### src/rtl/hacr_pkg.sv
// Shared types and constants for the hub-aware counter replacement block.
// No dependencies; imported by the top level, front end, queue and back end.
package hacr_pkg;

    localparam int QUEUE_DEPTH = 2;
    localparam int QPTR_W      = 1;
    localparam int QCNT_W      = 2;
    localparam int CNT_W       = 5;

    localparam logic [2:0] MODE_TICK  = 3'd0;
    localparam logic [2:0] MODE_HIT   = 3'd1;
    localparam logic [2:0] MODE_FILL  = 3'd2;
    localparam logic [2:0] MODE_INVAL = 3'd3;

    localparam logic [CNT_W-1:0] CNT_MAX = 5'd31;

    typedef enum logic [2:0] {
        OP_TICK,
        OP_HIT,
        OP_FILL,
        OP_INVAL,
        OP_QUERY
    } op_t;

    typedef enum logic [1:0] {
        CFG_RESERVED = 2'd0,
        CFG_LRU_STEP = 2'd1,
        CFG_MRU_STEP = 2'd2,
        CFG_INVALID  = 2'd3
    } cfg_reg_t;

    typedef enum logic [2:0] {
        ST_IDLE,
        ST_READ,
        ST_MUL,
        ST_SCAN,
        ST_DRAIN,
        ST_DONE
    } back_state_t;

    typedef struct packed {
        op_t         op;
        logic [3:0]  way;
        logic        hub;
        logic        inr;
        logic [15:0] l1_hit_count;
        logic        from_llc_before;
        logic [63:0] count_threshold;
    } item_t;

    typedef struct packed {
        logic        lru_we;
        logic        mru_we;
        logic [63:0] data;
    } step_wr_t;

endpackage

### src/rtl/hacr_front.sv
// Front end: accepts input items, runs the hub test and decodes the mode.
// Depends on hacr_pkg; feeds hacr_queue.
module hacr_front #(
    parameter int TOTAL_WAYS = 16
) (
    input  logic           in_valid,
    output logic           in_ready,
    input  logic [2:0]     mode,
    input  logic [3:0]     way,
    input  logic [31:0]    node_degree,
    input  logic [31:0]    average_degree,
    input  logic [15:0]    l1_hit_count,
    input  logic           from_llc_before,
    input  logic [63:0]    count_threshold,
    input  logic           q_full,
    output logic           push,
    output hacr_pkg::item_t push_item
);
    import hacr_pkg::*;

    logic inr;

    assign in_ready = !q_full;
    assign push     = in_valid && !q_full;
    assign inr      = int'(way) < TOTAL_WAYS;

    always_comb
    begin
        push_item.way             = way;
        push_item.hub             = node_degree > average_degree;
        push_item.inr             = inr;
        push_item.l1_hit_count    = l1_hit_count;
        push_item.from_llc_before = from_llc_before;
        push_item.count_threshold = count_threshold;
        unique case (mode)
            MODE_TICK:  push_item.op = OP_TICK;
            MODE_HIT:   push_item.op = inr ? OP_HIT : OP_QUERY;
            MODE_FILL:  push_item.op = inr ? OP_FILL : OP_QUERY;
            MODE_INVAL: push_item.op = inr ? OP_INVAL : OP_QUERY;
            default:    push_item.op = OP_QUERY;
        endcase
    end

endmodule

### config.mk
export PLATFORM = sky130hd
export DESIGN_NAME = hacr_front
export DESIGN_NICKNAME = d
export VERILOG_FILES = /design/src/rtl/hacr_pkg.sv /design/src/rtl/hacr_front.sv
export SDC_FILE = /design/constraint.sdc
export NUM_CORES = 1
export LEC_CHECK = 0
export ABC_AREA = 1
export BUFFER_PORTS_ARGS = -buffer_cell sky130_fd_sc_hd__buf_2
export CAP_MARGIN = 10
export CORE_AREA = 5 5 93 95
export DETAILED_ROUTE_END_ITERATION = 10
export DIE_AREA = 0 0 98 100
export SYNTH_ARGS = -nofsm -noshare
export SYNTH_HDL_FRONTEND = slang
export SYNTH_SLANG_ARGS = --single-unit
export TNS_END_PERCENT = 50
### constraint.sdc
create_clock -name vclk -period 1.64
set_input_delay 0 -clock vclk [all_inputs]
set_output_delay 0 -clock vclk [all_outputs]
set_load 0.05 [all_outputs]
## Word-level counts from Yosys, hierarchy flattened

Cells that the tools add are included.

| storage, ports and cells | value |
|---|---|
| memory bits (writable) | 0 |
| input bits | 154 |
| memories | 0 |
| bits in latches | 0 |
| output and inout port bits | 92 |
| flip-flop bits (word level) | 0 |
| ROM bits | 0 |

| operators by class | value |
|---|---|
| muxes and demuxes | 1 |
| shifts and indexed selects | 0 |
| add/subtract/negate cells | 0 |
| equal/unequal tests | 3 |
| reductions and logical operators | 3 |
| div/mod/pow operators | 0 |
| order comparisons | 1 |
| multiply operators | 0 |
| bitwise operators | 0 |

Operators by type and width:

| kind | number |
|---|---|
| $gt A32 B32 Y1 | 1 |
| $pmux W3 S4 | 1 |
| $eq A3 B2 Y1 const B | 2 |
| $eq A3 B1 Y1 const B | 1 |
| $logic_not A3 Y1 | 1 |
| $logic_and A1 B1 Y1 | 1 |
| $logic_not A1 Y1 | 1 |

## Logic depth before layout (Yosys ltp)

| depth | value |
|---|---|
| word-level depth | 2 |
| depth in mapped cells | 13 |

## Least setup slack after synthesis

OpenSTA, ideal clock, no wires.

| timing | value |
|---|---|
| kind | in2out |
| from | input average_degree[31] |
| to | output push_item[82] (netlist name) |
| buffers on the path | 0 |
| stages | 9 |
| required time | 1.640 ns |
| slack | 0.080 ns |
| arrival time | 1.560 ns |
| cell sequence | inv_1 -> ha_1 -> nand2_1 -> nor2_2 -> and2_4 -> nand3_2 -> nor2_2 -> nand2_1 -> a21oi_1 |

RTL lines:

| what | line | RTL |
|---|---|---|
| start: declaration | hacr_front.sv:11 | `input logic [31:0] average_degree,` |
| end: declaration | hacr_front.sv:17 | `output hacr_pkg::item_t push_item` |

==> metrics.md <==
| Metric | Value |
|---|---|
| Crit-path most repeated cell | `nand2_1` |
| Via density | `3.64` |
| Power per cell area | `237 nW/um^2` |
| Max-slew violations | `0` |
| Die Width | `98 microns` |
| GRT Overall Usage | `roughly 6.2%` |
| Routed len/inst | `9.89 microns` |
| Layout area overhead | `-8.92%` |
| Final Hold Viols | `0` |
| Vias | `1191` |
| Slowest-stage cell, CP | `ha_1` |
| Initial Utilization | `20.7%` |
| Largest net degree at the start of global routing | `4` |
| CP bufs+invs | `3` |
| Leakage | `0.949 nW` |
| Grt total ovfl | `0` |
| Max IR drop VDD | `roughly 0.000074 V` |
| Syn Std Cell Area | `1590 sq um` |
| DR iter-0 viols | `10` |
| First-pass GRT wire length | `5170 microns` |
| Setup bufs post-CTS | `0` |
| CP max stage delay | `0.28 ns` |
| CP top delay family | `simple AND/OR/NAND/NOR gates` |
| Final HPWL DP | `3070 microns` |
| Post-Route Utilization | `between 10% and 20%` |
| Non-filler cells in the finished layout | `about 330` |
| Most common cell after layout, fill and taps aside | `buf_2` |
| Most frequent cells in the layout | `buf_2, inv_1, nand2_1, ha_1, a21oi_1` |
| Worst Path Max Fanout | `3` |
| Top Ports | `246` |
| Outcome | `complete, no violations` |
| Via count of the first global-routing pass | `1214` |
| Max frequency | `743 MHz` |
| CTS hold repair buffers | `0` |
| Fillers | `885` |
| Diodes inserted | `0` |
| Arrival @ worst endpoint | `1.35 ns` |
| FFs & Latches | `0` |
| Multi-input gate area | `779 sq um` |
| Yosys cell types | `21` |
| Number of max-cap violations | `0` |
| Hold/Removal Path Class | `in2out` |
| Worst Hold End | `push_item[48]` |
| Worst Path Required | `1.64 ns` |
| Synth warnings | `0` |
| RSZ-0062 raised after global routing | `false` |
| Post-Syn Area per Cell | `6.69 sq um` |
| Register area share after synthesis | `0%` |
| Placed cell area | `around 1400 sq um` |
| Die area | `between 9000 and 10000 sq um` |
| Gate Count Post-Synth | `~240` |
| GP Congestion | `0.708` |
| Setup WS pre-CTS | `roughly 0.20 ns` |
| Post-DRT Antenna Nets | `0` |
| Post-route setup TNS | `0 ns` |
| Fin area | `roughly 1400 sq um` |
| Total Wirelength | `3230 microns` |
| Core footprint | `7650 sq um` |
| Hold Crit Depth | `0` |
| # clk buffers | `0` |
| Setup slack after layout | `approximately 0.29 ns` |
| Period utilization | `82.1%` |
| Row count | `32` |
| Antenna violations before repair | `0` |
| DRC | `0` |
| Post-route minimum period | `1.35 ns` |
| First-pass iteration count of the detailed router | `4` |
| Sequential cell area | `0 sq um` |
| Final setup vio count | `0` |
| Fraction of layout instances using a drive strength above 1 | `37.8%` |
| Worst Setup Start Kind | `input port` |
| CP cell instances | `buf_2, inv_1, ha_1, nand2_1, nor3_2, nand2_1, nand2_1, nand2_1, a21oi_1, buf_2` |
| Hold_sp | `count_threshold[48]` |
| Cell count after placement | `327` |
| Port Buf Inserts | `75` |
| CP Capture Type | `output pin` |
| Die height | `approximately 100 microns` |
| Fin nets | `413` |
| Critical path class | `in2out` |
| Mapped Nets | `423` |
[worst max-delay path by stage]
stage,start,to,cells after the start
after global routing,average_degree[15],push_item[82],10
after CTS,average_degree[15],push_item[82],10
after floorplan,average_degree[31],push_item[82],9
final,average_degree[15],push_item[82],10
after detailed placement,average_degree[15],push_item[82],10
after global placement,node_degree[15],push_item[82],9
[metrics by stage]
step	power (mW)	hold WS, ns
finish	0.343	0.0000176
floorplan	0.776	0.167
CTS	0.354	0.000341
global placement	0.342	0.000341
detailed placement	0.352	0.000341
global route	0.406	0.0000718
[area by class of cell]
class | instances | share of cell area [%]
inverters | 43 | 11.2
multi-input cells | 107 | 54.0
well taps | 102 | 8.84
repair buffers | 75 | 26.0
[where the power goes]
| group | internal [mW] | switching [mW] |
|---|---|---|
| Sequential | 0 | 0 |
| Combinational | 0.152 | 0.191 |
| Clock | 0 | 0 |
| Total | 0.152 | 0.191 |
[metal layers]
metal	up-vias	GRT usage (%)	part of all wire (%)
li1	617	-	-
met1	487	6.82	37
met2	51	10.8	46
met3	36	1.32	11
met4	0	3.62	5.9
met5	-	0	0
[synthesized netlist by cell type, drive strengths merged, types with 2 or more instances]
library cell	instances	area share [%]
a21oi	15	4.7
buf	86	41
ha	32	25
inv	43	10
nand2	32	7.6
nand3	4	1.6
nand4	2	0.79
nor2	14	5.7
o21a	2	1.0
o21ai	2	0.63
[cells by family (layout without fill, tap and decap cells)]
kind of cell | Yosys count | after routing | share of synthesized area, %
AND/OR/NAND/NOR | 54 | 54 | 16.5
other | 1 | 1 | 0.237
buffers and inverters | 130 | 118 | 51.1
AO/OA/AOI/OAI | 20 | 20 | 6.87
adder cells (fa/ha/maj) | 32 | 32 | 25.3
[repair_timing]
item,in CTS,in global routing
resized for setup,0,1
endpoints found under the setup margin,0,1
endpoints found under the hold margin,0,0
Note: power is estimated with default switching activity, not from simulation.
