## src/rtl/hacr_pkg.sv

```systemverilog
// Shared types and constants for the hub-aware counter replacement block.
// No dependencies; imported by the top level, front end, queue and back end.
package hacr_pkg;

    localparam int QUEUE_DEPTH = 2;
    localparam int QPTR_W      = 1;
    localparam int QCNT_W      = 2;
    localparam int CNT_W       = 5;

    localparam logic [2:0] MODE_TICK  = 3'd0;
    localparam logic [2:0] MODE_HIT   = 3'd1;
    localparam logic [2:0] MODE_FILL  = 3'd2;
    localparam logic [2:0] MODE_INVAL = 3'd3;

    localparam logic [CNT_W-1:0] CNT_MAX = 5'd31;

    typedef enum logic [2:0] {
        OP_TICK,
        OP_HIT,
        OP_FILL,
        OP_INVAL,
        OP_QUERY
    } op_t;

    typedef enum logic [1:0] {
        CFG_RESERVED = 2'd0,
        CFG_LRU_STEP = 2'd1,
        CFG_MRU_STEP = 2'd2,
        CFG_INVALID  = 2'd3
    } cfg_reg_t;

    typedef enum logic [2:0] {
        ST_IDLE,
        ST_READ,
        ST_MUL,
        ST_SCAN,
        ST_DRAIN,
        ST_DONE
    } back_state_t;

    typedef struct packed {
        op_t         op;
        logic [3:0]  way;
        logic        hub;
        logic        inr;
        logic [15:0] l1_hit_count;
        logic        from_llc_before;
        logic [63:0] count_threshold;
    } item_t;

    typedef struct packed {
        logic        lru_we;
        logic        mru_we;
        logic [63:0] data;
    } step_wr_t;

endpackage

```

## src/rtl/hacr_queue.sv

```systemverilog
// Short item queue between the front end and the back end.
// Depends on hacr_pkg.
module hacr_queue (
    input  logic            clk,
    input  logic            rst_n,
    input  logic            push,
    input  hacr_pkg::item_t push_item,
    output logic            full,
    input  logic            pop,
    output logic            q_valid,
    output hacr_pkg::item_t head_item
);
    import hacr_pkg::*;

    item_t              slot_reg [QUEUE_DEPTH];
    logic [QPTR_W-1:0]  wr_ptr_reg, wr_ptr_next;
    logic [QPTR_W-1:0]  rd_ptr_reg, rd_ptr_next;
    logic [QCNT_W-1:0]  count_reg, count_next;
    logic               do_push, do_pop;

    assign full      = count_reg == QCNT_W'(QUEUE_DEPTH);
    assign q_valid   = count_reg != '0;
    assign head_item = slot_reg[rd_ptr_reg];
    assign do_push   = push && !full;
    assign do_pop    = pop && q_valid;

    always_comb
    begin
        wr_ptr_next = do_push ? wr_ptr_reg + 1'b1 : wr_ptr_reg;
        rd_ptr_next = do_pop ? rd_ptr_reg + 1'b1 : rd_ptr_reg;
        count_next  = count_reg;
        if (do_push && !do_pop)
        begin
            count_next = count_reg + 1'b1;
        end
        else if (do_pop && !do_push)
        begin
            count_next = count_reg - 1'b1;
        end
    end

    always_ff @(posedge clk or negedge rst_n)
    begin
        if (!rst_n)
        begin
            wr_ptr_reg <= '0;
            rd_ptr_reg <= '0;
            count_reg  <= '0;
        end
        else
        begin
            wr_ptr_reg <= wr_ptr_next;
            rd_ptr_reg <= rd_ptr_next;
            count_reg  <= count_next;
        end
    end

    always_ff @(posedge clk)
    begin
        if (do_push)
        begin
            slot_reg[wr_ptr_reg] <= push_item;
        end
    end

endmodule

```

## config.mk

```make
export PLATFORM = sky130hd
export DESIGN_NAME = hacr_queue
export DESIGN_NICKNAME = d
export VERILOG_FILES = /design/src/rtl/hacr_pkg.sv /design/src/rtl/hacr_queue.sv
export SDC_FILE = /design/constraint.sdc
export NUM_CORES = 1
export LEC_CHECK = 0
export BUFFER_PORTS_ARGS = -buffer_cell sky130_fd_sc_hd__buf_2
export CORE_ASPECT_RATIO = 1.2
export CORE_MARGIN = 2
export CORE_UTILIZATION = 30
export DETAILED_ROUTE_END_ITERATION = 8
export PLACE_DENSITY = 0.52
export SKIP_LAST_GASP = 1
export SLEW_MARGIN = 20
export SYNTH_ARGS = -nofsm -noshare
export SYNTH_HDL_FRONTEND = slang
export SYNTH_SLANG_ARGS = --single-unit
```

## constraint.sdc

```tcl
create_clock -name clk -period 9 [get_ports clk]
set_input_delay 1.8 -clock clk [delete_from_list [all_inputs] [get_ports clk]]
set_output_delay 1.8 -clock clk [all_outputs]
set_load 0.01 [all_outputs]
```

Word-level counts from Yosys, hierarchy flattened:

Memories as Yosys holds them, arrays and structs flattened.
Cells that the tools add are included.

* divide/modulo/power cells: 0
* reduce and logical (&&, ||, !) cells: 9
* $lt $le $gt $ge: 0
* bitwise logic cells: 0
* shift-type cells: 0
* eq/ne operators: 1
* add/subtract/negate cells: 4
* multipliers: 0
* mux-type cells: 4

Operators with widths (number)
* 1-bit logical AND: 4
* 2-bit two-way mux: 2
* 2-bit nonzero test: 2
* 1-bit logical NOT: 3
* 1-bit adder, second input constant: 2
* 2-bit by 1-bit adder with 2-bit output, second input constant: 1
* 2-bit equality test, second input constant: 1
* 1-bit two-way mux: 2
* 2-bit by 1-bit subtractor with 2-bit output, second input constant: 1

* ROM bits: 0
* memory bits (writable): 180
* latch bits: 0
* memories: 1
* register bits: 4
* input port bits: 94

Memories
* slot_reg: words 2, width 90, read ports 1, clocked after memory_dff 0, wr ports 1, RTL line hacr_queue.sv:15 `item_t slot_reg [QUEUE_DEPTH];`

Depth between registers and ports, before layout:

* depth in word-level cells: 7
* mapped depth: 7
* mapped depth without buffers: 7

Least setup slack after synthesis:

Ideal clock, no wire load.

* path type: input to register
* start: input port push
* end: memory slot_reg[0][0] in the netlist's numbering, enable pin
* arrival time: 5.638 ns
* path slack: 2.823 ns
* library setup time: 0.539 ns
* stages: 2
* cell sequence: nand2_1 nor2_1

* longest elaborated chain between the ends: 3

Ends and longest elaborated chain
* start: declaration: RTL line hacr_queue.sv:6 `input logic push,`
* 1-bit logical AND: RTL line hacr_queue.sv:24 `assign do_push = push && !full;`
* 1-bit two-way mux: RTL line hacr_queue.sv:60 `if (do_push)`
* 1-bit two-way mux (not written as such): RTL line hacr_queue.sv:62 `slot_reg[wr_ptr_reg] <= push_item;`
* end: declaration: RTL line hacr_queue.sv:15

No other way between the ends.

==> run summary <==
Status: completed
Largest net degree at the start of global routing: 55
Pleak: 3.18 nW
Synth Area in Simple Gates: 0.538%
Worst path depth: 3
CP startpoint: rd_ptr_reg$_DFFE_PN0P_
Drt first pass iters: 4
Final hold violation count: 0
Final Slew Violations: 0
Crit-path leading delay family: buffers and inverters
Hold Path Class: flop to flop
Gr ovfl total: 0
Initial core utilization: 30.3%
Syn nets: 394
Fmax: 0.235 GHz
R2R cell count: 5
Post-Synth Adder-Cell Area: 0.186%
Synth Area in XOR/XNOR: 0.650%
H-tree depth: 4
Resized Gates After CTS: 0
Hold-critical path depth: 1
Fill cell count: 2098
PwrDens: 326 mW/mm²
CP Launch Type: flop
Core outline area: 0.0222 mm²
Largest family of logic cells by synthesized area: multiplexers
Max Buffers Root-to-Sink: 2
Post-synthesis cell count: 299
Clk pin slew, worst setup/hold paths: 0.06 ns
Unique masters post-synth: 14
CP Capture Type: output port
Cts hold-fix bufs: 0
Core Rows: 60
Reg2Reg Launch Point: count_reg[1]$_DFFE_PN0P_
Worst-margin pin slew: 0.777 ns
DPL Wire Length: 8.26 mm
Total die area: 0.0237 mm²
WS Path Type: flop to output port
DR iter-0 viols: 137
Tot GR Track Use: 10.9%
Antenna cells: 0
GPL Wtd Cong: 0.661
Worst EP required: 7.20 ns
Inst Count DP: 757
Max_slew headroom: 48.2%
Routed WL: 12.9 mm
Power Total: 2.79 mW
Initial antenna violation count: 0
WP data arrival: 2.46 ns
Hold_sp: count_reg[1]$_DFFE_PN0P_
Unrepaired setup endpoints after global routing: false
Syn Std Cell Area: 0.00674 mm²
Max Cap Viol: 0
Worst-Skew Late Latency: 0.41 ns
Mean post-synth cell area: 22.5 µm²
Clock sinks: 184
Clock Skews: 0.00898 ns
Max reg flops: 180
Routed Antenna Nets: 0
Clock period minus worst slack: 4.26 ns
Synth warn: 0
Hold slack: 0.496 ns
Top-level I/O count: 186
VDD IR max: 0.181 mV
Slowest stage delay, CP: 0.78 ns
Post-synthesis compound-gate area fraction: 0%
Top_reg_cell synth: edfxtp_1
Nets@finish: 592
Critical path buffer and inverter count: 2
DRC errors left: 0
Post-synth EDFFs: 180
Final Setup Violations: 0
First-pass GRT wire length: 19.5 mm
Tcrit/Tclk final: 47.3%
Share of layout cells above drive strength 1: 61.2%
Die Ht: 168 µm
Sequential area share after synthesis: 81.7%
Area delta synth->final: 27.0%
Setup TNS: 0 ns
Crit path max-delay cell type: dfrtp_4
Post-synthesis mux area share: 15.0%
CTS tree: built
Yosys reg bits: 184
Worst Path Max Fanout: 53
Fin cells: 789
Die span in x: 141 µm
CTS Buf Count: 17
Worst path cell trace: buf_4 -> mux2_2 -> buf_2
Wirelength per Cell: 16.4 µm
IO Port Bufs: 185
Routed via count: 3393
Drt via density: 4.30
Asr flop ratio synth: 2.17%
Vias in the first global route: 3679
CTS root buf: clkbuf_16
Setup Buffers After CTS: 0
## logic make-up (layout without fill, tap and decap cells)
kind of cell | after synthesis | in the layout
adder cells (fa/ha/maj) | 1 | 1
XOR/XNOR | 5 | 5
flip-flops | 184 | 184
AND/OR/NAND/NOR | 7 | 7
multiplexers | 90 | 90
buffers and inverters | 12 | 223
## cell type report
cell class	instances	area [µm²]	share of cell area [%]
sequential	184	5510	64.3
multi-input combinational	103	1120	13.1
timing repair buffer	189	956	11.2
clock buffer	18	429	5.01
tap	279	349	4.08
clock inverter	14	194	2.26
inverter	2	7.51	0.0877
## layer usage
| metal | routed length [µm] | vias to the layer above | global-route usage, % |
|---|---|---|---|
| met2 | 6680 | 105 | 18.9 |
| li1 | - | 1576 | - |
| met4 | 101 | 0 | 3.65 |
| met3 | 699 | 7 | 3.64 |
| met1 | 5430 | 1705 | 12.8 |
| met5 | 0 | - | 0 |
## synth_stat cells, types with 2 or more instances
cell type    n  area share (%)
dfrtp_1      4             1.5
buf_6        6             1.0
nor2_1       2            0.11
inv_1        2            0.11
nand2_1      2            0.11
xor2_1       2            0.26
edfxtp_1   180              80
clkbuf_8     4            0.82
xnor2_1      3            0.39
mux2_2      90              15
## through the flow
step | instance area [µm²] | util [%] | worst slack [ns]
6_report | 8560 | 38.5 | 4.74
5_1_grt | 8560 | 38.5 | 4.54
4_1_cts | 8560 | 38.5 | 4.61
3_5_place_dp | 7940 | 35.7 | 5.07
3_3_place_gp | 7940 | 35.7 | 5.09
2_1_floorplan | 6740 | - | 2.82
## power breakdown
| group | switching (mW) | internal (mW) | leakage [nW] |
|---|---|---|---|
| registers | 0.0769 | 1.17 | 1.72 |
| logic | 0.405 | 0.352 | 1.16 |
| clock network | 0.314 | 0.468 | 0.300 |
| total | 0.796 | 1.99 | 3.18 |
## final timing paths
check / slack (ns) / to
setup reg to reg: 6.58 / slot_reg[0][61]$_DFFE_PP_
setup / recovery: 4.74 / head_item[85]
min in group asynchronous: 1.18 / count_reg[0]$_DFFE_PN0P_
hold / removal: 0.50 / count_reg[1]$_DFFE_PN0P_
hold reg to reg: 0.50 / count_reg[1]$_DFFE_PN0P_
max in group asynchronous: 7.68 / rd_ptr_reg$_DFFE_PN0P_
## worst reg2reg max path, stage by stage (launching register included)
cell and delay [ns]:
dfrtp_1 0.40, or2b_2 0.19, nand2_1 0.13, nor2_4 0.10, buf_4 0.46, buf_4 0.69
## cells in the final DEF (no fill, tap or decap)
master and instances:
xnor2_1 3, buf_2 185, or2b_2 1, inv_6 3, and3_4 1, clkinvlp_4 1, inv_1 2, inv_8 1
dfrtp_4 1, bufinv_16 4, clkbuf_1 1, buf_4 4, clkinv_1 3, xor2_1 2, clkinv_4 2, ha_1 1
mux2_2 90, nor2_1 1, edfxtp_1 180, clkbuf_16 17, nor2_4 1, dfrtp_1 3, nand2_1 2, or2_2 1
Note: power is estimated with default switching activity, not from simulation.
