`src/rtl/hacr_pkg.sv`:
```
// Shared types and constants for the hub-aware counter replacement block.
// No dependencies; imported by the top level, front end, queue and back end.
package hacr_pkg;

    localparam int QUEUE_DEPTH = 2;
    localparam int QPTR_W      = 1;
    localparam int QCNT_W      = 2;
    localparam int CNT_W       = 5;

    localparam logic [2:0] MODE_TICK  = 3'd0;
    localparam logic [2:0] MODE_HIT   = 3'd1;
    localparam logic [2:0] MODE_FILL  = 3'd2;
    localparam logic [2:0] MODE_INVAL = 3'd3;

    localparam logic [CNT_W-1:0] CNT_MAX = 5'd31;

    typedef enum logic [2:0] {
        OP_TICK,
        OP_HIT,
        OP_FILL,
        OP_INVAL,
        OP_QUERY
    } op_t;

    typedef enum logic [1:0] {
        CFG_RESERVED = 2'd0,
        CFG_LRU_STEP = 2'd1,
        CFG_MRU_STEP = 2'd2,
        CFG_INVALID  = 2'd3
    } cfg_reg_t;

    typedef enum logic [2:0] {
        ST_IDLE,
        ST_READ,
        ST_MUL,
        ST_SCAN,
        ST_DRAIN,
        ST_DONE
    } back_state_t;

    typedef struct packed {
        op_t         op;
        logic [3:0]  way;
        logic        hub;
        logic        inr;
        logic [15:0] l1_hit_count;
        logic        from_llc_before;
        logic [63:0] count_threshold;
    } item_t;

    typedef struct packed {
        logic        lru_we;
        logic        mru_we;
        logic [63:0] data;
    } step_wr_t;

endpackage

```
`src/rtl/hacr_ram.sv`:
```
// Generic single-write, single-read RAM with registered read data.
// No dependencies.
module hacr_ram #(
    parameter int WIDTH = 64,
    parameter int DEPTH = 16
) (
    input  logic                     clk,
    input  logic                     we,
    input  logic [$clog2(DEPTH)-1:0] waddr,
    input  logic [WIDTH-1:0]         wdata,
    input  logic [$clog2(DEPTH)-1:0] raddr,
    output logic [WIDTH-1:0]         rdata
);

    logic [WIDTH-1:0] mem [DEPTH];

    always_ff @(posedge clk)
    begin
        if (we)
        begin
            mem[waddr] <= wdata;
        end
        rdata <= mem[raddr];
    end

endmodule

```
`src/rtl/hacr_back.sv`:
```
// Back end: updates way counters, flags and step counters, then scans all
// ways for victims and threshold count. Depends on hacr_pkg and hacr_ram.
module hacr_back #(
    parameter int TOTAL_WAYS = 16
) (
    input  logic               clk,
    input  logic               rst_n,
    input  logic               q_valid,
    input  hacr_pkg::item_t    head_item,
    output logic               pop,
    input  logic [3:0]         reserved_way_count,
    input  logic [63:0]        invalid_counter_value,
    input  hacr_pkg::step_wr_t step_wr,
    output logic               out_valid,
    input  logic               out_ready,
    output logic [3:0]         victim_way,
    output logic [3:0]         reserved_victim_way,
    output logic               reserved_victim_valid,
    output logic [63:0]        way_counter_value,
    output logic [4:0]         count_above
);
    import hacr_pkg::*;

    localparam int WIDX = $clog2(TOTAL_WAYS);
    localparam int NWW  = $clog2(TOTAL_WAYS + 1);

    back_state_t      state_reg, state_next;
    item_t            item_reg, item_next;
    logic [WIDX-1:0]  idx_reg, idx_next;
    logic [NWW-1:0]   nw_reg, nw_next;
    logic [63:0]      res_reg, res_next;
    logic [47:0]      plo_reg, plo_next;
    logic [47:0]      phi_reg, phi_next;
    logic [63:0]      lru_step_reg, lru_step_next;
    logic [63:0]      mru_step_reg, mru_step_next;
    logic [TOTAL_WAYS-1:0] valid_reg, valid_next;
    logic [TOTAL_WAYS-1:0] lowpri_reg, lowpri_next;
    logic             cmp_valid_reg, cmp_go;
    logic [WIDX-1:0]  cmp_idx_reg;
    logic [63:0]      nmin_reg, nmin_next;
    logic [WIDX-1:0]  nidx_reg, nidx_next;
    logic [63:0]      rmin_reg, rmin_next;
    logic [WIDX-1:0]  ridx_reg, ridx_next;
    logic [CNT_W-1:0] cnt_reg, cnt_next;
    logic             out_valid_reg, out_valid_next, out_load;
    logic [3:0]       victim_reg, rvictim_reg;
    logic             rvalid_reg;
    logic [63:0]      wcv_reg;
    logic [4:0]       count_reg;

    logic             ram_we;
    logic [WIDX-1:0]  ram_waddr, ram_raddr, way_addr;
    logic [63:0]      ram_wdata, ram_rdata;
    logic [NWW-1:0]   rsat;
    logic [63:0]      cur, fill_step, hit_sum, mul_sum, scan_val;
    logic             flag_new, gt;

    hacr_ram #(
        .WIDTH(64),
        .DEPTH(TOTAL_WAYS)
    ) u_ram (
        .clk   (clk),
        .we    (ram_we),
        .waddr (ram_waddr),
        .wdata (ram_wdata),
        .raddr (ram_raddr),
        .rdata (ram_rdata)
    );

    assign way_addr  = WIDX'(item_reg.way);
    assign rsat      = (int'(reserved_way_count) > TOTAL_WAYS - 1) ?
                       NWW'(TOTAL_WAYS - 1) : NWW'(reserved_way_count);
    assign cur       = valid_reg[way_addr] ? ram_rdata : 64'd0;
    assign flag_new  = item_reg.hub ? 1'b0 : lowpri_reg[way_addr];
    assign hit_sum   = cur + (flag_new ? lru_step_reg : mru_step_reg);
    assign fill_step = item_reg.hub ? mru_step_reg : lru_step_reg;
    assign mul_sum   = 64'(plo_reg) + {phi_reg[31:0], 32'd0};
    assign scan_val  = valid_reg[cmp_idx_reg] ? ram_rdata : 64'd0;
    assign gt        = scan_val > item_reg.count_threshold;

    always_comb
    begin
        state_next    = state_reg;
        item_next     = item_reg;
        idx_next      = idx_reg;
        nw_next       = nw_reg;
        res_next      = res_reg;
        plo_next      = plo_reg;
        phi_next      = phi_reg;
        lru_step_next = lru_step_reg;
        mru_step_next = mru_step_reg;
        valid_next    = valid_reg;
        lowpri_next   = lowpri_reg;
        pop           = 1'b0;
        cmp_go        = 1'b0;
        out_load      = 1'b0;
        ram_we        = 1'b0;
        ram_waddr     = way_addr;
        ram_wdata     = 64'd0;
        ram_raddr     = idx_reg;

        unique case (state_reg)
            ST_IDLE:
            begin
                ram_raddr = WIDX'(head_item.way);
                if (q_valid)
                begin
                    pop        = 1'b1;
                    item_next  = head_item;
                    nw_next    = NWW'(TOTAL_WAYS) - rsat;
                    idx_next   = '0;
                    state_next = ST_READ;
                end
            end
            ST_READ:
            begin
                state_next = ST_SCAN;
                res_next   = item_reg.inr ? cur : 64'd0;
                case (item_reg.op)
                    OP_TICK:
                    begin
                        lru_step_next = lru_step_reg + 64'd1;
                        mru_step_next = mru_step_reg + 64'(nw_reg);
                    end
                    OP_HIT:
                    begin
                        lowpri_next[way_addr] = flag_new;
                        valid_next[way_addr]  = 1'b1;
                        ram_we                = 1'b1;
                        ram_wdata             = hit_sum;
                        res_next              = hit_sum;
                    end
                    OP_FILL:
                    begin
                        lowpri_next[way_addr] = !item_reg.hub;
                        if (item_reg.from_llc_before)
                        begin
                            plo_next   = 48'(item_reg.l1_hit_count) * 48'(fill_step[31:0]);
                            phi_next   = 48'(item_reg.l1_hit_count) * 48'(fill_step[63:32]);
                            state_next = ST_MUL;
                        end
                        else
                        begin
                            valid_next[way_addr] = 1'b1;
                            ram_we               = 1'b1;
                            ram_wdata            = fill_step;
                            res_next             = fill_step;
                        end
                    end
                    OP_INVAL:
                    begin
                        lowpri_next[way_addr] = 1'b1;
                        valid_next[way_addr]  = 1'b1;
                        ram_we                = 1'b1;
                        ram_wdata             = invalid_counter_value;
                        res_next              = invalid_counter_value;
                    end
                    default:
                    begin
                    end
                endcase
            end
            ST_MUL:
            begin
                valid_next[way_addr] = 1'b1;
                ram_we               = 1'b1;
                ram_wdata            = mul_sum;
                res_next             = mul_sum;
                state_next           = ST_SCAN;
            end
            ST_SCAN:
            begin
                cmp_go = 1'b1;
                if (idx_reg == WIDX'(TOTAL_WAYS - 1))
                begin
                    state_next = ST_DRAIN;
                end
                else
                begin
                    idx_next = idx_reg + 1'b1;
                end
            end
            ST_DRAIN:
            begin
                state_next = ST_DONE;
            end
            ST_DONE:
            begin
                if (!out_valid_reg || out_ready)
                begin
                    out_load   = 1'b1;
                    state_next = ST_IDLE;
                end
            end
            default:
            begin
                state_next = ST_IDLE;
            end
        endcase

        if (step_wr.lru_we)
        begin
            lru_step_next = step_wr.data;
        end
        if (step_wr.mru_we)
        begin
            mru_step_next = step_wr.data;
        end

        out_valid_next = out_load ? 1'b1 : (out_ready ? 1'b0 : out_valid_reg);
    end

    always_comb
    begin
        nmin_next = nmin_reg;
        nidx_next = nidx_reg;
        rmin_next = rmin_reg;
        ridx_next = ridx_reg;
        cnt_next  = cnt_reg;
        if (cmp_valid_reg)
        begin
            if (NWW'(cmp_idx_reg) < nw_reg)
            begin
                if (cmp_idx_reg == '0 || scan_val < nmin_reg)
                begin
                    nmin_next = scan_val;
                    nidx_next = cmp_idx_reg;
                end
            end
            else if (NWW'(cmp_idx_reg) == nw_reg || scan_val < rmin_reg)
            begin
                rmin_next = scan_val;
                ridx_next = cmp_idx_reg;
            end
            if (cmp_idx_reg == '0)
            begin
                cnt_next = CNT_W'(gt);
            end
            else if (gt && cnt_reg != CNT_MAX)
            begin
                cnt_next = cnt_reg + 1'b1;
            end
        end
    end

    always_ff @(posedge clk or negedge rst_n)
    begin
        if (!rst_n)
        begin
            state_reg     <= ST_IDLE;
            lru_step_reg  <= '0;
            mru_step_reg  <= '0;
            valid_reg     <= '0;
            lowpri_reg    <= '1;
            cmp_valid_reg <= 1'b0;
            out_valid_reg <= 1'b0;
        end
        else
        begin
            state_reg     <= state_next;
            lru_step_reg  <= lru_step_next;
            mru_step_reg  <= mru_step_next;
            valid_reg     <= valid_next;
            lowpri_reg    <= lowpri_next;
            cmp_valid_reg <= cmp_go;
            out_valid_reg <= out_valid_next;
        end
    end

    always_ff @(posedge clk)
    begin
        item_reg    <= item_next;
        idx_reg     <= idx_next;
        nw_reg      <= nw_next;
        res_reg     <= res_next;
        plo_reg     <= plo_next;
        phi_reg     <= phi_next;
        cmp_idx_reg <= idx_reg;
        nmin_reg    <= nmin_next;
        nidx_reg    <= nidx_next;
        rmin_reg    <= rmin_next;
        ridx_reg    <= ridx_next;
        cnt_reg     <= cnt_next;
        if (out_load)
        begin
            victim_reg  <= 4'(nidx_reg);
            rvalid_reg  <= nw_reg != NWW'(TOTAL_WAYS);
            rvictim_reg <= (nw_reg != NWW'(TOTAL_WAYS)) ? 4'(ridx_reg) : 4'd0;
            wcv_reg     <= res_reg;
            count_reg   <= cnt_reg;
        end
    end

    assign out_valid             = out_valid_reg;
    assign victim_way            = victim_reg;
    assign reserved_victim_way   = rvictim_reg;
    assign reserved_victim_valid = rvalid_reg;
    assign way_counter_value     = wcv_reg;
    assign count_above           = count_reg;

endmodule

```
`config.mk`:
```
export PLATFORM = sky130hd
export DESIGN_NAME = hacr_back
export DESIGN_NICKNAME = d
export VERILOG_FILES = /design/src/rtl/hacr_pkg.sv /design/src/rtl/hacr_ram.sv /design/src/rtl/hacr_back.sv
export SDC_FILE = /design/constraint.sdc
export NUM_CORES = 2
export LEC_CHECK = 0
export BUFFER_PORTS_ARGS = -buffer_cell sky130_fd_sc_hd__buf_2
export CAP_MARGIN = 20
export CORE_ASPECT_RATIO = 2
export CORE_MARGIN = 2
export CORE_UTILIZATION = 60
export DETAILED_ROUTE_END_ITERATION = 16
export PLACE_DENSITY = 0.83
export SLEW_MARGIN = 5
export SYNTH_ARGS = -nofsm -noshare
export SYNTH_HDL_FRONTEND = slang
export SYNTH_HIERARCHICAL = 1
export SYNTH_SLANG_ARGS = --single-unit
```
`constraint.sdc`:
```
create_clock -name clk -period 15.15 [get_ports clk]
set_input_delay 1.515 -clock clk [delete_from_list [all_inputs] [get_ports clk]]
set_output_delay 1.515 -clock clk [all_outputs]
set_load 0.005 [all_outputs]
```
Yosys cells after proc, flatten, opt, wreduce, memory -nomap -nowiden
Memory sizes are Yosys's and may differ from the RTL's. A register that Yosys moved wholly into a read port is not among the register bits.
Index checks and enable logic that the tools add are counted.
{ "classes": {"magnitude_cmp": 7, "addsub": 7, "n_eq_ne": 18, "reduce_logical": 31, "mul": 2, "mux": 56, "n_bitwise": 3} }
{ "op_table": {"columns": ["operator", "count"], "rows": [
  ["two-way mux 64 bit", 13],
  ["one-hot mux 64 bit (3 select lines)", 2],
  ["one-hot mux 64 bit (2 select lines)", 2],
  ["less-than comparator 64 bit", 2],
  ["adder 48 x 64 -> 64 bit", 1],
  ["adder 64 x 1 -> 64 bit, second input constant", 1],
  ["adder 64 x 5 -> 64 bit", 1],
  ["adder 64 bit", 1],
  ["greater-than comparator 64 bit", 1],
  ["one-hot mux 16 bit (2 select lines)", 2],
  ["multiplier 16 x 32 -> 48 bit", 1],
  ["one-hot mux 16 bit (3 select lines)", 1],
  ["bitwise mux 16 bit", 2],
  ["multiplier 16 x 32 -> 32 bit", 1],
  ["OR 16 bit", 2],
  ["two-way mux 1 bit", 18],
  ["one-hot mux 3 bit (6 select lines)", 1],
  ["AND reduction 3 bit", 6],
  ["two-way mux 16 bit", 1],
  ["nonzero test 2 bit", 8],
  ["binary-select mux 1 bit (select 4 bit)", 3],
  ["equality test 3 x 2 -> 1 bit, second input constant", 4],
  ["two-way mux 4 bit", 3],
  ["less-than comparator 4 x 5 -> 1 bit, second input constant", 2],
  ["26 further kinds", 45]
]} }
{ "word_totals": {"n_memories": 1, "wordCells": 156, "regBits": 631, "mem_bits_rw": 1024, "in_bits": 228, "out_inout_bits": 80} }
{ "mem_list": {"columns": ["memory", "words", "width", "rd", "rd_clocked_by_memory_dff", "write_ports", "line", "source"], "rows": [
  ["u_ram.mem", 16, 64, 1, 1, 1, "hacr_ram.sv:15", "logic [WIDTH-1:0] mem [DEPTH];"]
]} }

Depth between registers and ports, before layout
{ "logic_depth": {"depth_word": 8, "depth_mapped": 31, "mapped_depth_nobuf": 26} }

Cells and area by module
The synthesis kept the hierarchy.
{ "modules_own_cells": {"columns": ["module", "area_per_inst_um2", "n_inst", "cells_each", "seq_area_each_um2"], "rows": [
  ["hacr_back", 65195.0, 1, 6780, 18102.4],
  ["hacr_ram", 39581.7, 1, 1647, 32030.7]
]} }

Worst setup path before layout
Ideal clock, no wire load.
{ "synth_path": {"kind": "register to register", "startpoint": "register item_reg[89] (netlist name)", "endpoint": "register phi_reg[0], enable pin", "synth_period_minus_slack_ps": 9767, "path_slack_ps": 5383, "t_required_ps": 14407, "setup_time_ps": 743, "arrival_ps": 9023, "path_buffers": 0, "path_stages_with_launch": 5, "cell_sequence": "edfxtp_1 -> nand2b_1 -> nor2_1 -> nand2_1 -> nor4b_1"} }
{ "synth_via": {"elab_chain_len": 2} }
{ "synth_rtl": {"columns": ["element", "line", "source"], "rows": [
  ["start, declared", "hacr_back.sv:28", "item_t item_reg, item_next;"],
  ["start signal, assigned", "hacr_back.sv:272", "item_reg <= item_next;"],
  ["equality test 3 x 2 -> 1 bit", "hacr_back.sv:119", "case (item_reg.op)"],
  ["AND reduction 3 bit (no line)", null, null],
  ["end signal, assigned", "hacr_back.sv:277", "phi_reg <= phi_next;"],
  ["end, declared", "hacr_back.sv:33", "logic [47:0] phi_reg, phi_next;"]
]} }
Every way passes these cells.
A chain may end at the register's enable or synchronous reset.

Worst setup path in the final report
{ "layout_path": {"startpoint": "register item_reg[82] (netlist name)", "endpoint": "register plo_reg[44], data pin"} }
{ "layout_via": {"elab_chain_len": 2} }
{ "layout_rtl": {"columns": ["element", "line", "source"], "rows": [
  ["two-way mux 64 bit", "hacr_back.sv:76", "assign fill_step = item_reg.hub ? mru_step_reg : lru_step_reg;"],
  ["multiplier 16 x 32 -> 48 bit", "hacr_back.sv:138", "plo_next = 48'(item_reg.l1_hit_count) * 48'(fill_step[31:0]);"],
  ["end signal, assigned", "hacr_back.sv:276", "plo_reg <= plo_next;"],
  ["end, declared", "hacr_back.sv:32", "logic [47:0] plo_reg, plo_next;"]
]} }
Every way passes these cells.

==> run metrics <==
run status=finished clean; Netlist cell types=84; Cell Area, Synth=105000 um2; Starting Density=~60%; CTS Buf Count=approximately 150; Layout Nets=between 10k and 15k; Synth top area share=42.6%; Remaining DRCs=0; r2r setup slk=roughly 6800 ps; num ports=308; r2r startpoint=item_reg[82]; first-pass GRT wire length=between 400000 and 500000 um; r2r endpoint=plo_reg[44]; first-pass iteration count of the detailed router=9; final core utilization=65.7%; total track usage=36.3%; largest cells by area after synthesis=edfxtp_1 43%, fa_1 14%, mux4_2 5.8%; CTS tree=yes; sequential-to-total area share from yosys stat=~48%; Finished Cell Area=114000 um2; Clk Latency, worst-skew pair=roughly 840 ps; PortBufs=307; clk_skew=between 60 and 70 ps; Slew HR=about 16%; die area=roughly 180000 um2; root buf cell=clkbuf_16; final hold vios=0; Iteration-0 DRC Markers=about 9.3k; FP Rows=~220; dpl cell area=~110000 um2; core box area=between 150000 and 200000 um2; clock-pin slew on the worst setup and hold paths=approximately 70 ps; htree depth=4; cell taking the most area after synthesis=edfxtp_1; vias in the first global route=about 73k; HPWL Detailed=between 200000 and 250000 um; Post-synth EDFFs=1486; post-CTS setup buffers=0; syn nets=9848; CTS Hold Bufs=0; GRT overflow=0; worst path arrival time=8920 ps; dpl cells=around 11k; CP Launch Point=item_reg[82]; Worst setup EP type=register; dominant synthesized flop cell=edfxtp_1; antenna-violating nets left=0; Peak VDD IR=about 0.75 mV; Hold Crit Class=reg -> reg; standby leakage power=roughly 45 nW; wl on met1=108000 um; post-DR vias/cell=6.51; vias after detailed routing=approximately 72k; Setup CP Type=reg -> reg; Setup TNS=0 ps; Clock Sinks=1719; largest net degree at the start of global routing=165; Setup crit start kind=register; area grow syn2layout=9.15%; most frequent cells in the layout=1486 x edfxtp_1, 1001 x inv_1, 961 x nand2_1, 725 x fa_1, 488 x and2_1; RSZ-0062 raised after global routing=false; Worst Path Max Fanout=65; final period utilization=55.2%; chip height=around 600 um; MaxCap Viol Count=0; metal2 WL=149000 um; Final Critical Period=8370 ps; R2R depth=24; max reg flops=1024; initial antenna violation count=11; metal3 WL=36500 um; pins over their slew limit=0; CP required=15700 ps; cells after synthesis=between 8k and 9k; CTS max path bufs=3; commonest non-fill, non-tap cell in the layout=edfxtp_1; fin cells=between 10k and 15k; Routed Wire Length=about 320000 um; Routed WL per cell=slightly below 30 um; post_cts resized=0; Fillers=~12k; Pwr Density=239 nW/um2; Slew @ Worst Pin=~1300 ps; async set or reset register ratio after synthesis=roughly a tenth; Final Setup Violations=0; die width=299 um; Ys Warns=6; Max Used Layer=met5; FF+latch count, synth=~1.7k; Placer Congestion=between 1 and 1.5; FMAX=0.119 GHz; layout cells sized above 1=between 10% and 20%; end of the critical path=plo_reg[44]; syn avg cell area=between 10 and 15 um2; Hold Worst Slack=between 300 and 400 ps
==> how the worst min path moves through the flow <==
stage,to,cells after the start,slack (ps),start
floorplan,cmp_idx_reg[1],0,390,idx_reg[1]
global placement,way_counter_value[13],0,400,res_reg[13]
detailed placement,way_counter_value[10],0,400,res_reg[10]
CTS,way_counter_value[37],0,370,res_reg[37]
global route,way_counter_value[37],0,390,res_reg[37]
finish,way_counter_value[37],0,370,res_reg[37]
==> metal layers <==
layer	vias to the layer above	global-route usage, %
met4	4	26.0
met1	35794	45.4
met3	1208	6.87
li1	29794	-
met2	5294	57.1
met5	-	0
==> synthesized netlist by cell type (156+ instances only) <==
master and n:
a21oi_1 245, a22oi_1 156, and2_1 491, clkbuf_1 334, edfxtp_1 1486, fa_1 725, ha_1 468, inv_1 1001
mux4_2 270, nand2_1 962, nor2_1 231, o21ai_0 301, xnor2_1 167
==> layout make-up <==
type | count | area [um2] | share of cell area [%]
Sequential cell | 1719 | 50100 | 43.8
Multi-Input combinational cell | 5303 | 49500 | 43.3
Clock buffer | 206 | 4250 | 3.72
Inverter | 1001 | 3760 | 3.29
Tap cell | 2299 | 2880 | 2.52
Timing Repair Buffer | 454 | 2730 | 2.39
Clock inverter | 77 | 1070 | 0.940
Antenna cell | 8 | 20.0 | 0.0175
==> stage by stage <==
step	power, mW	setup slack, ps
3_5_place_dp	22.7	6840
6_report	27.4	6780
4_1_cts	27.1	6860
2_1_floorplan	17.9	5380
5_1_grt	29.0	6360
3_3_place_gp	22.3	6950
==> cells by family (layout without fill, tap and decap cells) <==
logic type,after synthesis,count (layout),share of synthesized area (%)
DFF,1719,1719,47.8
other,0,8,0
adders and majority gates,1193,1193,19.4
xor gates and xnor gates,307,307,2.57
and+or+nand+nor,2187,2187,10.1
buffers and inverters,1405,1738,5.17
AOI/OAI and AO/OA,1187,1187,7.37
muxes,429,429,7.49
==> report_power, final <==
group	switching [mW]	total, mW	internal [mW]
logic	9.89	16.0	6.14
clock network	1.86	4.16	2.31
registers	0.537	7.15	6.61
total	12.3	27.4	15.1
==> worst max-delay path: stages (launching register included) <==
cell      delay [ps]
edfxtp_1         410
buf_4            810
mux2_2           630
and2_1           270
fa_1             530
inv_1             50
fa_1             460
fa_1             520
inv_1             60
fa_1             490
fa_1             500
inv_1             50
fa_1             480
inv_1             50
ha_1             340
nand4_1          200
o22ai_1          110
a31oi_1          300
o211ai_1         200
nand3_1          340
o31ai_1          160
a221oi_1         550
a21oi_1          210
a41oi_1          250
o21ai_0          110
Note: power is estimated with default switching activity, not from simulation.
